File: src/rtl/mpg_pkg.sv
// mpg_pkg: shared types, widths and constants of the mode pair grouping block
// used by mpg_ctrl, mpg_datapath and mode_pair_grouping; no dependencies
`timescale 1ns / 1ps
`default_nettype none

package mpg_pkg;

  localparam int unsigned MODES         = 16;
  localparam int unsigned MAX_OCCUPANCY = 15;

  localparam int unsigned OCC_W  = 4;
  localparam int unsigned MODE_W = 4;
  localparam int unsigned DEG_W  = 4;
  localparam int unsigned KIND_W = 2;

  localparam int unsigned CTR_W  = $clog2(MODES);
  localparam int unsigned IDX_W  = $clog2(MODES);
  localparam int unsigned CNT_W  = $clog2(MODES + 1);
  localparam int unsigned WIDE_W = ((OCC_W > CNT_W) ? OCC_W : CNT_W) + 1;

  typedef enum logic [KIND_W-1:0] {
    KIND_SINGLE = 2'd0,
    KIND_PAIR   = 2'd1,
    KIND_MARKER = 2'd2
  } kind_e;

  typedef enum logic [0:0] {
    ST_IDLE  = 1'b0,
    ST_DRAIN = 1'b1
  } state_e;

  typedef enum logic [2:0] {
    OP_NONE   = 3'd0,
    OP_ITEM   = 3'd1,
    OP_PAIR   = 3'd2,
    OP_EXTRA  = 3'd3,
    OP_SINGLE = 3'd4
  } op_e;

  typedef struct packed {
    op_e  op;
    logic done;
  } cmd_t;

  typedef struct packed {
    logic out_free;
    logic item_final;
    logic item_drain_empty;
    logic pair_left_nz;
    logic ext_left_nz;
    logic last_rec;
  } status_t;

endpackage

`default_nettype wire

File: src/rtl/mpg_ctrl.sv
// mpg_ctrl: controller state machine, sequences item intake and the final drain
// depends on mpg_pkg; drives mpg_datapath through cmd_t and reads status_t
`timescale 1ns / 1ps
`default_nettype none

module mpg_ctrl
  import mpg_pkg::*;
(
  input  wire logic    clk_i,
  input  wire logic    rst_ni,
  input  wire logic    s_valid_i,
  input  status_t      status_i,
  output logic         s_ready_o,
  output cmd_t         cmd_o
);

  state_e state_q, state_d;

  always_ff @(posedge clk_i or negedge rst_ni) begin
    if (!rst_ni) begin
      state_q <= ST_IDLE;
    end else begin
      state_q <= state_d;
    end
  end

  always_comb begin
    state_d    = state_q;
    cmd_o.op   = OP_NONE;
    cmd_o.done = 1'b0;
    s_ready_o  = 1'b0;
    unique case (state_q)
      ST_IDLE: begin
        s_ready_o = status_i.out_free;
        if (s_valid_i && status_i.out_free) begin
          cmd_o.op = OP_ITEM;
          if (status_i.item_final && !status_i.item_drain_empty) begin
            state_d = ST_DRAIN;
          end
        end
      end
      ST_DRAIN: begin
        if (status_i.out_free) begin
          priority if (status_i.pair_left_nz) begin
            cmd_o.op = OP_PAIR;
          end else if (status_i.ext_left_nz) begin
            cmd_o.op = OP_EXTRA;
          end else begin
            cmd_o.op = OP_SINGLE;
          end
          cmd_o.done = status_i.last_rec;
          if (status_i.last_rec) begin
            state_d = ST_IDLE;
          end
        end
      end
      default: begin
        state_d = ST_IDLE;
      end
    endcase
  end

endmodule

`default_nettype wire

File: src/rtl/mpg_datapath.sv
// mpg_datapath: held mode, single store, drain counters and output register
// depends on mpg_pkg; commanded by mpg_ctrl
`timescale 1ns / 1ps
`default_nettype none

module mpg_datapath
  import mpg_pkg::*;
(
  input  wire logic              clk_i,
  input  wire logic              rst_ni,
  input  wire logic [OCC_W-1:0]  occupancy_i,
  input  wire logic              is_final_i,
  input  wire logic              m_ready_i,
  input  cmd_t                   cmd_i,
  output status_t                status_o,
  output logic                   m_valid_o,
  output kind_e                  record_kind_o,
  output logic [MODE_W-1:0]      first_mode_o,
  output logic [MODE_W-1:0]      second_mode_o,
  output logic [DEG_W-1:0]       pair_degeneracy_o,
  output logic                   run_end_o
);

  logic [CTR_W-1:0]  ctr_q;
  logic              held_valid_q;
  logic [MODE_W-1:0] held_mode_q;
  logic [OCC_W-1:0]  held_rem_q;
  logic [CNT_W-1:0]  cnt_q;
  logic [OCC_W-1:0]  pair_left_q;
  logic [CNT_W-1:0]  ext_q;
  logic [CNT_W-1:0]  sidx_q;
  logic [MODE_W-1:0] store_q [MODES];

  logic              ov_q;
  kind_e             kind_q;
  logic [MODE_W-1:0] first_q, second_q;
  logic [DEG_W-1:0]  deg_q;
  logic              last_q;

  // item evaluation
  logic [OCC_W-1:0]  occ_sat, d_val, rh, ro, hr_n, np;
  logic [MODE_W-1:0] idx, hm_n, push_mode;
  logic              fin, hv_n, push, do_push, pair;
  logic [CNT_W-1:0]  cnt_n, ext_n, cnt_m1;
  logic [WIDE_W-1:0] diff, remain;
  logic              drain_empty;
  logic [IDX_W-1:0]  rd_addr;
  logic [MODE_W-1:0] store_rd;
  logic              out_free, load;

  assign occ_sat = (occupancy_i > OCC_W'(MAX_OCCUPANCY)) ? OCC_W'(MAX_OCCUPANCY) : occupancy_i;
  assign idx     = MODE_W'(ctr_q);
  assign fin     = is_final_i || (ctr_q == CTR_W'(MODES - 1));
  assign d_val   = (held_rem_q <= occ_sat) ? held_rem_q : occ_sat;
  assign rh      = held_rem_q - d_val;
  assign ro      = occ_sat - d_val;

  always_comb begin
    hv_n      = held_valid_q;
    hm_n      = held_mode_q;
    hr_n      = held_rem_q;
    push      = 1'b0;
    push_mode = idx;
    pair      = 1'b0;
    if (occ_sat == OCC_W'(1)) begin
      push = 1'b1;
    end else if (occ_sat > OCC_W'(1)) begin
      if (!held_valid_q) begin
        hv_n = 1'b1;
        hm_n = idx;
        hr_n = occ_sat;
      end else begin
        pair = 1'b1;
        if (rh == '0 && ro == '0) begin
          hv_n = 1'b0;
          hr_n = '0;
        end else if (rh != '0) begin
          hr_n = rh;
          if (rh == OCC_W'(1)) begin
            push      = 1'b1;
            push_mode = held_mode_q;
            hv_n      = 1'b0;
            hr_n      = '0;
          end
        end else begin
          hm_n = idx;
          hr_n = ro;
          if (ro == OCC_W'(1)) begin
            push = 1'b1;
            hv_n = 1'b0;
            hr_n = '0;
          end
        end
      end
    end
  end

  assign do_push = push && (cnt_q < CNT_W'(MODES));
  assign cnt_n   = cnt_q + CNT_W'(do_push);

  // drain setup from the post-item state
  always_comb begin
    np    = '0;
    ext_n = '0;
    diff  = WIDE_W'(hr_n) - WIDE_W'(cnt_n);
    if (hv_n) begin
      if (WIDE_W'(hr_n) < WIDE_W'(cnt_n)) begin
        np = hr_n;
      end else begin
        np = OCC_W'(cnt_n);
        ext_n = (diff > WIDE_W'(MODES)) ? CNT_W'(MODES) : CNT_W'(diff);
      end
    end
  end

  assign drain_empty = (ext_n == '0) && (cnt_n == '0);

  assign cnt_m1   = cnt_q - CNT_W'(1);
  assign rd_addr  = (cmd_i.op == OP_PAIR) ? cnt_m1[IDX_W-1:0] : sidx_q[IDX_W-1:0];
  assign store_rd = store_q[rd_addr];
  assign remain   = WIDE_W'(ext_q) + WIDE_W'(cnt_q) - WIDE_W'(sidx_q);

  assign out_free = !ov_q || m_ready_i;
  assign load = ((cmd_i.op == OP_ITEM) && (pair || (fin && drain_empty))) ||
                (cmd_i.op == OP_PAIR) || (cmd_i.op == OP_EXTRA) || (cmd_i.op == OP_SINGLE);

  always_comb begin
    status_o.out_free         = out_free;
    status_o.item_final       = fin;
    status_o.item_drain_empty = drain_empty;
    status_o.pair_left_nz     = (pair_left_q != '0);
    status_o.ext_left_nz      = (ext_q != '0);
    status_o.last_rec         = (remain == WIDE_W'(1));
  end

  always_ff @(posedge clk_i or negedge rst_ni) begin
    if (!rst_ni) begin
      ctr_q        <= '0;
      held_valid_q <= 1'b0;
      held_mode_q  <= '0;
      held_rem_q   <= '0;
      cnt_q        <= '0;
      pair_left_q  <= '0;
      ext_q        <= '0;
      sidx_q       <= '0;
    end else begin
      unique case (cmd_i.op)
        OP_ITEM: begin
          cnt_q       <= cnt_n;
          held_mode_q <= hm_n;
          if (fin) begin
            ctr_q        <= '0;
            held_valid_q <= 1'b0;
            held_rem_q   <= '0;
            pair_left_q  <= np;
            ext_q        <= ext_n;
            sidx_q       <= '0;
          end else begin
            ctr_q        <= ctr_q + CTR_W'(1);
            held_valid_q <= hv_n;
            held_rem_q   <= hr_n;
          end
        end
        OP_PAIR: begin
          cnt_q       <= cnt_m1;
          pair_left_q <= pair_left_q - OCC_W'(1);
        end
        OP_EXTRA: begin
          ext_q <= ext_q - CNT_W'(1);
          if (cmd_i.done) begin
            cnt_q  <= '0;
            sidx_q <= '0;
          end
        end
        OP_SINGLE: begin
          if (cmd_i.done) begin
            cnt_q  <= '0;
            sidx_q <= '0;
          end else begin
            sidx_q <= sidx_q + CNT_W'(1);
          end
        end
        default: begin
        end
      endcase
    end
  end

  // single store, no reset
  always_ff @(posedge clk_i) begin
    if ((cmd_i.op == OP_ITEM) && do_push) begin
      store_q[cnt_q[IDX_W-1:0]] <= push_mode;
    end
  end

  // output register
  always_ff @(posedge clk_i or negedge rst_ni) begin
    if (!rst_ni) begin
      ov_q <= 1'b0;
    end else if (load) begin
      ov_q <= 1'b1;
    end else if (m_ready_i) begin
      ov_q <= 1'b0;
    end
  end

  always_ff @(posedge clk_i) begin
    if (load) begin
      priority case (cmd_i.op)
        OP_ITEM: begin
          if (pair) begin
            kind_q   <= KIND_PAIR;
            first_q  <= held_mode_q;
            second_q <= idx;
            deg_q    <= DEG_W'(d_val);
          end else begin
            kind_q   <= KIND_MARKER;
            first_q  <= '0;
            second_q <= '0;
            deg_q    <= '0;
          end
          last_q <= fin && drain_empty;
        end
        OP_PAIR: begin
          kind_q   <= KIND_PAIR;
          first_q  <= held_mode_q;
          second_q <= store_rd;
          deg_q    <= DEG_W'(1);
          last_q   <= cmd_i.done;
        end
        OP_EXTRA: begin
          kind_q   <= KIND_SINGLE;
          first_q  <= held_mode_q;
          second_q <= '0;
          deg_q    <= DEG_W'(1);
          last_q   <= cmd_i.done;
        end
        default: begin
          kind_q   <= KIND_SINGLE;
          first_q  <= store_rd;
          second_q <= '0;
          deg_q    <= DEG_W'(1);
          last_q   <= cmd_i.done;
        end
      endcase
    end
  end

  assign m_valid_o         = ov_q;
  assign record_kind_o     = kind_q;
  assign first_mode_o      = first_q;
  assign second_mode_o     = second_q;
  assign pair_degeneracy_o = deg_q;
  assign run_end_o         = last_q;

  a_cnt_bound: assert property (@(posedge clk_i) disable iff (!rst_ni)
    cnt_q <= CNT_W'(MODES))
    else $error("single count beyond store depth");

  a_sidx_bound: assert property (@(posedge clk_i) disable iff (!rst_ni)
    sidx_q <= cnt_q)
    else $error("single read pointer passed the count");

  a_held_rem: assert property (@(posedge clk_i) disable iff (!rst_ni)
    held_valid_q |-> (held_rem_q >= OCC_W'(2)))
    else $error("held mode with remainder below two");

  a_drain_clear: assert property (@(posedge clk_i) disable iff (!rst_ni)
    cmd_i.done |=> (cnt_q == '0) && (sidx_q == '0) && (ext_q == '0) && (pair_left_q == '0))
    else $error("drain finished with work left");

endmodule

`default_nettype wire

File: src/rtl/mode_pair_grouping.sv
// mode_pair_grouping: top level, stream ports around mpg_ctrl and mpg_datapath
// depends on mpg_pkg, mpg_ctrl, mpg_datapath
// a record caused directly by a transaction is presented in the cycle after it;
//   drained records follow a final transaction one per cycle while the receiver keeps up
// throughput: one non-final item per cycle while the receiver keeps up; intake stops
//   during a drain; reset clears all but the single store and the output record fields
`timescale 1ns / 1ps
`default_nettype none

module mode_pair_grouping
  import mpg_pkg::*;
(
  input  wire logic        clk_i,
  input  wire logic        rst_ni,
  input  wire logic        s_axis_tvalid_i,
  output logic             s_axis_tready_o,
  input  wire logic [7:0]  s_axis_tdata_i,   // [3:0] occupancy
  input  wire logic        s_axis_tlast_i,   // is_final
  output logic             m_axis_tvalid_o,
  input  wire logic        m_axis_tready_i,
  output logic [15:0]      m_axis_tdata_o,   // [3:0] first_mode, [7:4] second_mode,
                                             // [11:8] pair_degeneracy
  output logic [1:0]       m_axis_tuser_o,   // [1:0] record_kind
  output logic             m_axis_tlast_o    // run_end
);

  cmd_t              cmd;
  status_t           status;
  kind_e             kind;
  logic [MODE_W-1:0] first_mode, second_mode;
  logic [DEG_W-1:0]  pair_degeneracy;

  mpg_ctrl u_ctrl (
    .clk_i     (clk_i),
    .rst_ni    (rst_ni),
    .s_valid_i (s_axis_tvalid_i),
    .status_i  (status),
    .s_ready_o (s_axis_tready_o),
    .cmd_o     (cmd)
  );

  mpg_datapath u_datapath (
    .clk_i             (clk_i),
    .rst_ni            (rst_ni),
    .occupancy_i       (s_axis_tdata_i[OCC_W-1:0]),
    .is_final_i        (s_axis_tlast_i),
    .m_ready_i         (m_axis_tready_i),
    .cmd_i             (cmd),
    .status_o          (status),
    .m_valid_o         (m_axis_tvalid_o),
    .record_kind_o     (kind),
    .first_mode_o      (first_mode),
    .second_mode_o     (second_mode),
    .pair_degeneracy_o (pair_degeneracy),
    .run_end_o         (m_axis_tlast_o)
  );

  assign m_axis_tdata_o = {4'b0000, pair_degeneracy, second_mode, first_mode};
  assign m_axis_tuser_o = kind;

endmodule

`default_nettype wire
File: config.mk
export PLATFORM = sky130hd
export DESIGN_NAME = mode_pair_grouping
export DESIGN_NICKNAME = d
export VERILOG_FILES = /design/src/rtl/mpg_pkg.sv /design/src/rtl/mpg_ctrl.sv /design/src/rtl/mpg_datapath.sv /design/src/rtl/mode_pair_grouping.sv
export SDC_FILE = /design/constraint.sdc
export NUM_CORES = 1
export LEC_CHECK = 0
export BUFFER_PORTS_ARGS = -buffer_cell sky130_fd_sc_hd__buf_2
export CORE_MARGIN = 2
export CORE_UTILIZATION = 43
export DETAILED_ROUTE_END_ITERATION = 8
export PLACE_DENSITY = 0.67
export SLEW_MARGIN = 20
export SYNTH_ARGS = -nofsm -noshare
export SYNTH_HDL_FRONTEND = slang
export SYNTH_SLANG_ARGS = --single-unit
File: constraint.sdc
create_clock -name clk_i -period 6.2 [get_ports clk_i]
set_input_delay 0.93 -clock clk_i [delete_from_list [all_inputs] [get_ports clk_i]]
set_output_delay 0.93 -clock clk_i [all_outputs]
set_load 0.01 [all_outputs]
* Word level (Yosys, flattened, before mapping)
Memories as Yosys holds them, arrays and structs flattened.
Cells that the tools add are included.
** Storage, ports and cells
- Register bits after elaboration :: 49
- RAM bits :: 64
- Memories :: 1
** Memories
- u_datapath.store_q :: words 16, width 4, rd ports 1, clocked after Yosys merged registers in 0, write ports 1, line mpg_datapath.sv:32 : logic [MODE_W-1:0] store_q [MODES];
** Operators by class
- $add $sub $neg :: 11
- Order comparisons :: 6
- Eq/ne operators :: 14
- Multiplexer cells :: 77
- Bitwise logic cells :: 2
- Reductions and logical operators :: 36
** Operators with widths (number)
- 4-bit 2-to-1 mux :: 27
- 5-bit 2-to-1 mux :: 7
- 1-bit 2-to-1 mux :: 31
- 5-bit case mux with 3 select lines :: 2
- 4-bit case mux with 2 select lines :: 3
- 4-bit by 1-bit equality test with 1-bit output (second input constant) :: 3
- 5-bit logical NOT :: 2
- 5-bit case mux with 2 select lines :: 1
- 5-bit by 1-bit subtractor with 5-bit output (second input constant) :: 2
- 1-bit logical AND :: 8
- 4-bit logical NOT :: 2
- 2-bit AND reduction :: 4
- 4-bit nonzero test :: 2
- 4-bit subtractor :: 2
- 5-bit by 5-bit adder with 6-bit output :: 1
- 3-bit by 2-bit equality test with 1-bit output (second input constant) :: 2
- 6-bit by 1-bit equality test with 1-bit output (second input constant) :: 1
- 6-bit by 5-bit greater-than comparator with 1-bit output (second input constant) :: 1
- 1-bit logical OR :: 6
- 3-bit 2-to-1 mux :: 2
- 2-bit by 1-bit != test with 1-bit output (second input constant) :: 3
- 3-bit case mux with 2 select lines :: 1
- 2-bit nonzero test :: 3
- 3-bit nonzero test :: 2
- other kinds (24) :: 28

* Logic depth before layout (Yosys ltp)
Gate-level depths: netlist of the first run.
- Word-level depth :: 28
- Depth in mapped cells :: 31

* Cells and area by module
Synthesis of the first run repeated with hierarchy kept, for this count alone.
** Unflattened totals
- Cell total of the unflattened synthesis :: 619
- Area, all modules :: 6837.8 um^2
** By module, submodules not included
- mpg_datapath :: instances 1, cells an instance 601, area an instance 6702.7 um^2, sequential area each 3198.1 um^2
- mpg_ctrl :: instances 1, cells an instance 13, area an instance 101.3 um^2, sequential area each 25.0 um^2
- mode_pair_grouping :: instances 1, cells an instance 5, area an instance 33.8 um^2, sequential area each 0.0 um^2

* Worst setup path after synthesis of the first run
OpenSTA, ideal clock, no wires.
- Kind :: in2reg
- From :: in s_axis_tdata_i[1]
- To :: reg u_datapath.first_q[0] (netlist: u_datapath.first_mode_o[0]), enable pin
- Arrival time :: 6.657 ns
- Data required time :: 5.826 ns
- Slack :: -0.831 ns
- Stages on the path :: 28
- Buffers on the path :: 3
- Path through :: buf_2 -> inv_1 -> ha_1 -> nor2b_4 -> o211ai_1 -> a21oi_2 -> o21ai_0 -> ha_1 -> inv_1 -> ha_1 -> nor2_1 -> a2111oi_1 -> a211o_1 -> o41ai_1 -> a32oi_1 -> nor2_2 -> buf_2 -> ha_1 -> and2_1 -> clkbuf_1 -> nand2_1 -> xnor2_1 -> ha_1 -> or3b_2 -> a21oi_1 -> a311oi_2 -> o31ai_1 -> nand2b_1
** On the way
- Cells in the longest elaborated chain, start to end :: 27
** RTL lines
- from (decl) :: line mode_pair_grouping.sv:17 : input wire logic [7:0] s_axis_tdata_i,
- 4-bit greater-than comparator :: line mpg_datapath.sv:51 : assign occ_sat = (occupancy_i > OCC_W'(MAX_OCCUPANCY)) ? OCC_W'(MAX_OCCUPANCY) : occupancy_i;
- 4-bit 2-to-1 mux * :: line mpg_datapath.sv:51
- 4-bit less-or-equal comparator :: line mpg_datapath.sv:54 : assign d_val = (held_rem_q <= occ_sat) ? held_rem_q : occ_sat;
- 4-bit 2-to-1 mux :: line mpg_datapath.sv:54
- 4-bit subtractor, on equally long branches :: line mpg_datapath.sv:56, mpg_datapath.sv:55
- 4-bit by 1-bit equality test with 1-bit output, on equally long branches :: line mpg_datapath.sv:88, mpg_datapath.sv:79
- 1-bit 2-to-1 mux, on equally long branches :: line mpg_datapath.sv:88, mpg_datapath.sv:79
- 1-bit 2-to-1 mux :: line mpg_datapath.sv:77 : end else if (rh != '0) begin
- (+11 left out)
- 5-bit logical NOT :: line mpg_datapath.sv:116 : assign drain_empty = (ext_n == '0) && (cnt_n == '0);
- 1-bit logical AND :: line mpg_datapath.sv:116
- 1-bit logical AND :: line mpg_datapath.sv:124 : assign load = ((cmd_i.op == OP_ITEM) && (pair || (fin && drain_empty))) ||
- 1-bit logical OR * :: line mpg_datapath.sv:124
- 1-bit logical AND * :: line mpg_datapath.sv:124
- 1-bit logical OR * :: line mpg_datapath.sv:124
- 1-bit logical OR * (2 in series) :: line mpg_datapath.sv:125 : (cmd_i.op == OP_PAIR) || (cmd_i.op == OP_EXTRA) || (cmd_i.op == OP_SINGLE);
- named net u_datapath.load :: line mpg_datapath.sv:49 : logic out_free, load;
- to (signal assigned) :: line mpg_datapath.sv:213 : first_q <= held_mode_q;
- to (signal assigned) :: line mpg_datapath.sv:226 : first_q <= held_mode_q;
- to (signal assigned) :: line mpg_datapath.sv:233 : first_q <= held_mode_q;
- to (decl) :: line mpg_datapath.sv:36 : logic [MODE_W-1:0] first_q, second_q;
The timed path passes the listed nets; every way through them passes the cells marked *.
A chain may end at the register's enable or synchronous reset.

* Worst setup path after layout of the first run
- From :: in s_axis_tdata_i[1]
- To :: reg u_datapath.first_q[1] (netlist: u_datapath.first_mode_o[1]), enable pin
Same word-level chain as after synthesis.

==> results of run 1 <==
==> worst reg2reg max path: cells and delay by family (launching register included) <==
family | cells | cell delay (ns)
flip-flops | 1 | 0.51
AO/OA/AOI/OAI | 11 | 2.23
XOR/XNOR | 1 | 0.16
AND/OR/NAND/NOR | 4 | 0.65
buffers and inverters | 2 | 0.31
adder cells (fa/ha/maj) | 5 | 1.59
==> area by class of cell <==
| type | count | share of cell area, % |
|---|---|---|
| clock buffer | 18 | 5.317 |
| timing repair buffer | 74 | 6.108 |
| clock inverter | 14 | 2.325 |
| sequential | 113 | 39.93 |
| tap | 188 | 2.914 |
| inverter | 34 | 1.612 |
| multi-input combinational | 400 | 41.79 |
==> cell usage after synthesis (5+ instances only) <==
library cell,count,area (sq um)
nor3_1,14,70.07
edfxtp_1,79,2372
ha_1,28,350.3
a22o_1,8,70.07
buf_4,6,45.04
xnor2_1,12,105.1
inv_1,34,127.6
mux2_2,5,56.30
nor2_1,33,123.9
and4_1,16,140.1
nand3_1,7,35.03
o22ai_1,8,50.05
fa_1,6,120.1
nor2b_1,7,43.79
o21ai_0,22,110.1
a21oi_1,27,135.1
mux2i_1,10,100.1
clkbuf_1,10,37.54
dfrtp_1,34,850.8
o211ai_1,5,37.54
o221ai_1,7,61.31
a31oi_1,7,43.79
nand2_1,44,165.2
mux4_2,16,360.4
a21o_1,13,97.59
==> metrics by stage <==
stage,setup TNS [ns],std cells
after floorplan,-1.557,567
after global placement,-0.8213,808
after detailed placement,-2.245,808
after CTS,0,840
after global routing,0,841
final,0,841
==> routing by layer <==
layer / up-vias / GRT usage, % / wire, um
met5: - / 0 / 0
li1: 2331 / - / -
met4: 0 / 5.688 / 194
met2: 191 / 34.79 / 7967
met3: 16 / 4.090 / 1049
met1: 2575 / 30.31 / 7485
==> state kept, by name, summed over array words and instances, names as in the netlist <==
signal and count:
u_ctrl.state_q 1, u_datapath.pair_degeneracy_o 4, u_datapath.ext_q 5, u_datapath.sidx_q 5
u_datapath.m_valid_o 1, u_datapath.cnt_q 5, u_datapath.store_q 64, u_datapath.held_rem_q 4
u_datapath.held_mode_q 4, u_datapath.pair_left_q 4, u_datapath.record_kind_o 2, u_datapath.held_valid_q 1
u_datapath.second_mode_o 4, u_datapath.run_end_o 1, u_datapath.first_mode_o 4, u_datapath.ctr_q 4
==> report_power, final <==
group	internal [mW]	switching, mW	leakage [nW]	total (mW)
registers	1.01	0.151	1.16	1.17
logic	1.44	1.76	1.76	3.20
clock network	0.670	0.343	0.296	1.01
total	3.12	2.25	3.21	5.38
==> cell families (layout without fill, tap and decap cells) <==
logic type,after synthesis,after routing
AOI/OAI and AO/OA,152,152
xor gates and xnor gates,17,17
muxes,35,35
other,1,4
and+or+nand+nor,156,157
adders and majority gates,35,35
buffers and inverters,55,140
DFF,113,113
==> final timing paths <==
check	start	to	slack (ns)	depth (start not counted)
worst max-delay path	s_axis_tdata_i[1]	u_datapath.first_mode_o[1]	0.25	27
worst min-delay path	u_datapath.held_rem_q[0]	u_datapath.held_rem_q[0]	0.52	2
worst max register to register	u_datapath.held_rem_q[3]	u_datapath.first_mode_o[1]	0.45	23
worst min register to register	u_datapath.held_rem_q[0]	u_datapath.held_rem_q[0]	0.52	2
max in group asynchronous	rst_ni	u_datapath.ctr_q[0]	5.10	1
min in group asynchronous	rst_ni	u_datapath.ext_q[1]	0.60	1
==> results.toml, run 1 <==
[floorplanning]
io_pins = 34
design.die.area_sq_mm = 0.01636
die_h_um = 127.9
core-area_sq_mm = 0.01509
core.rowCount = 45
start_util_pct = 43.76
dieWidth_um = 127.9

[cells_and_area]
fin_area_sq_mm = 0.008071
multi_input_area_sq_mm = 0.003373
antenna_cells = 0
fillers = 1251
register_area_sq_mm = 0.003223
final_core_util_pct = 53.49
syn_to_final_growth_pct = 22.22
final_common_cell = "edfxtp_1"
drive_gt1_share_pct = 26.95
finalNetCount = 687
final_cell_mix = "edfxtp_1, buf_4, nand2_1"

[clocking]
clk_pin_slew_ns = 0.05
clk_latency_ns = 0.41
numCtsBuffers = 17
cts-root-buf = "clkbuf_16"
h-tree-depth = 4
cts_resized = 0
hold_buffers = 0
post-cts-setup-buffers = 0
cts_buffer_depth = 2
clock_sinks = 113
cts_tree = "yes"

[timing]
worst_pin_slew_ns = 0.8286
timing.final.crit_share_pct = 95.94
finClkSkew_ns = 0.007564
period_minus_slack_ns = 5.949
hold_violations = 0
rsz0062_at_grt = "false"
whs_ns = 0.5200
layout_setup_ws_ns = 0.2514
setup_violations = 0
slew_violations = 0
fmax_ghz = 0.1681
slew_headroom_pct = 44.64

[yosys]
async_reset_ff_share_pct = 30.09
ys_ff_latch = 113
syn_inst = 564
synthAdderAreaFrac_pct = 7.275
yosys.area_share.simple_pct = 12.69
synth-compound-area-share_pct = 16.73
ys.flop_type = "edfxtp_1"
yosys_warnings = 0
synthMuxAreaShare_pct = 8.507
syn-cell-area_sq_mm = 0.006604
synth_enable_flop_cells = 79
synth_xor_area_share_pct = 2.368
synthDistinctLibCells = 83
yosysSeqAreaShare_pct = 48.81
avgSynthCellArea_sq_um = 11.71
synth_top_family_by_area = "compound AO/OA/AOI/OAI gates"

[grt]
grt_pass1_wl_um = 27380
overflow = 0
antenna_found_initial = 0
grt_pass1_vias = 5129
grt_usage_pct = 21.62
grt_max_degree = 35

[drt]
wl_per_cell_um = 19.85
viasPerCell = 6.080
drt_pass1_iterations = 5
drc = 0
drt_iter0_drc = 439
wl_um = 16700
antenna_left = 0
vias = 5113

[placement]
gp_congestion = 0.9114
place_area_sq_mm = 0.007387
io_buffers = 25
dp.final_hpwl_um = 12030
place_ws_ns = -0.1505

[critical_path]
arrival_ns = 6.05
startpoint_type = "primary input"
crit_family = "compound AO/OA/AOI/OAI gates"
crit_buf_inv = 4
critPathSlowestCell = "fa_1"
critPathRequiredTime_ns = 6.30
cp-end-kind = "register"
worstSetupPathType = "in -> reg"
path_max_fanout = 8
cp_slowest_stage_delay_ns = 0.45

[status]
outcome = "complete, no violations"

[power_and_ir_drop]
ir_drop_uv = 302.8
power.total_mw = 5.375
power_leakage_nw = 3.211
power.density_mw_per_mm2 = 666.0

[flow_run]
drv_cap = 0

[worst_hold_path]
hold_path_class = "reg -> reg"
Power figures use the tool's default switching activity.
==> run 2, diff against run 1 <==
--- a/config.mk
+++ b/config.mk
@@ -9,7 +9,6 @@
 export CORE_MARGIN = 2
 export CORE_UTILIZATION = 43
 export DETAILED_ROUTE_END_ITERATION = 8
-export PLACE_DENSITY = 0.67
 export SLEW_MARGIN = 20
 export SYNTH_ARGS = -nofsm -noshare
 export SYNTH_HDL_FRONTEND = slang
==> results.toml, run 2 (same netlist as run 1, synthesis figures left out) <==
[clocking]
numCtsBuffers = 17
clk_latency_ns = 0.42
clock_sinks = 113
cts_tree = "yes"
h-tree-depth = 4
cts-root-buf = "clkbuf_16"
cts_buffer_depth = 2
post-cts-setup-buffers = 0
clk_pin_slew_ns = 0.05

[critical_path]
crit_start = "s_axis_tdata_i[1]"
critPathSlowestCell = "o41ai_2"
worstSetupPathType = "in -> reg"
cp_slowest_stage_delay_ns = 0.39
critPathRequiredTime_ns = 6.31
arrival_ns = 6.01
startpoint_type = "primary input"
r2r_end = "u_datapath.second_mode_o[0]"
r2r_slack_ns = 0.49
crit_buf_inv = 3
cp-end-kind = "register"
path_max_fanout = 8
reg2reg_depth = 25
crit_family = "compound AO/OA/AOI/OAI gates"
reg2reg_from = "u_datapath.held_rem_q[1]"

[cells_and_area]
drive_gt1_share_pct = 26.53
largest_reg_flops = 64
register_area_sq_mm = 0.003223
final_cell_mix = "edfxtp_1, buf_4, nand2_1"
fillers = 1324
multi_input_area_sq_mm = 0.003337
final_common_cell = "edfxtp_1"
finalNetCount = 686
syn_to_final_growth_pct = 21.18
final_core_util_pct = 53.03
antenna_cells = 0

[floorplanning]
core.rowCount = 45
start_util_pct = 43.76
io_pins = 34
die_h_um = 127.9
core-area_sq_mm = 0.01509
dieWidth_um = 127.9
design.die.area_sq_mm = 0.01636

[placement]
dp.final_hpwl_um = 12180
gp_congestion = 0.9617
io_buffers = 25

[drt]
vias = 4945
drt_iter0_drc = 486
drt_pass1_iterations = 4
wl_um = 16670
drc = 0
viasPerCell = 5.887
antenna_left = 0
wl_per_cell_um = 19.85

[timing]
finClkSkew_ns = 0.01095
hold_violations = 0
slew_violations = 0
slew_headroom_pct = 31.87
fmax_ghz = 0.1694
period_minus_slack_ns = 5.902
whs_ns = 0.5150
rsz0062_at_grt = "false"
worst_pin_slew_ns = 1.013
timing.final.crit_share_pct = 95.20
setup_violations = 0
setup_tns_ns = 0

[flow_run]
drv_cap = 0

[grt]
grt_pass1_vias = 4973
grt_pass1_wl_um = 26610
overflow = 0
antenna_found_initial = 0
grt_usage_pct = 21.43
grt_max_degree = 35

[power_and_ir_drop]
power_leakage_nw = 3.191
ir_drop_uv = 267.5
power.density_mw_per_mm2 = 666.4

[worst_hold_path]
holdPathStages = 2
hold_path_class = "reg -> reg"
min_to = "u_datapath.held_rem_q[0]"
hp-start = "u_datapath.held_rem_q[0]"

[status]
outcome = "complete, no violations"
run 2: worst max-delay path by stage:
stage                                   to  slack, ns  cells past startpoint
3_3_place_gp    u_datapath.first_mode_o[3]       0.02                     27
5_1_grt        u_datapath.second_mode_o[1]      0.006                     28
6_report       u_datapath.second_mode_o[0]       0.30                     27
2_1_floorplan   u_datapath.first_mode_o[0]      -0.10                     29
3_5_place_dp    u_datapath.first_mode_o[3]      -0.14                     27
4_1_cts         u_datapath.first_mode_o[3]       0.25                     27
run 2: metrics by stage:
stage | cell area [sq um] | cells | total power [mW] | setup slack (ns)
6_report | 8003 | 840 | 5.333 | 0.2977
5_1_grt | 8003 | 840 | 5.709 | 0.005650
4_1_cts | 7971 | 839 | 5.300 | 0.2531
3_5_place_dp | 7380 | 807 | 4.291 | -0.1405
3_3_place_gp | 7380 | 807 | 4.220 | 0.01868
2_1_floorplan | 6804 | 567 | 3.263 | -0.1038
run 2: layout make-up:
type / instances / share of cell area [%]
Clock inverter: 14 / 2.033
Inverter: 34 / 1.626
Sequential cell: 113 / 40.28
Clock buffer: 18 / 5.363
Timing Repair Buffer: 73 / 6.066
Tap cell: 188 / 2.939
Multi-Input combinational cell: 400 / 41.70
run 2: report_power, final:
group,internal (mW),leakage [nW],switching (mW)
clock network,0.629,0.286,0.356
logic,1.43,1.75,1.76
registers,1.01,1.16,0.143
run 2: per-layer routing:
metal	vias up	track usage [%]	wire [um]
li1	2328	-	-
met1	2461	29.51	7738
met2	133	34.07	7958
met3	23	4.424	721
met4	0	7.175	254
met5	-	0	0
run 2: tightest hold or removal path, stage by stage (launching register included):
cell     delay, ns
dfrtp_1       0.36
nand2_1       0.06
o31ai_1       0.06
run 2: repair_timing:
item,in CTS,in global routing
setup endpoints to repair,0,15
resized for setup,0,3
endpoints found under the hold margin,0,0
hold buffers,0,0
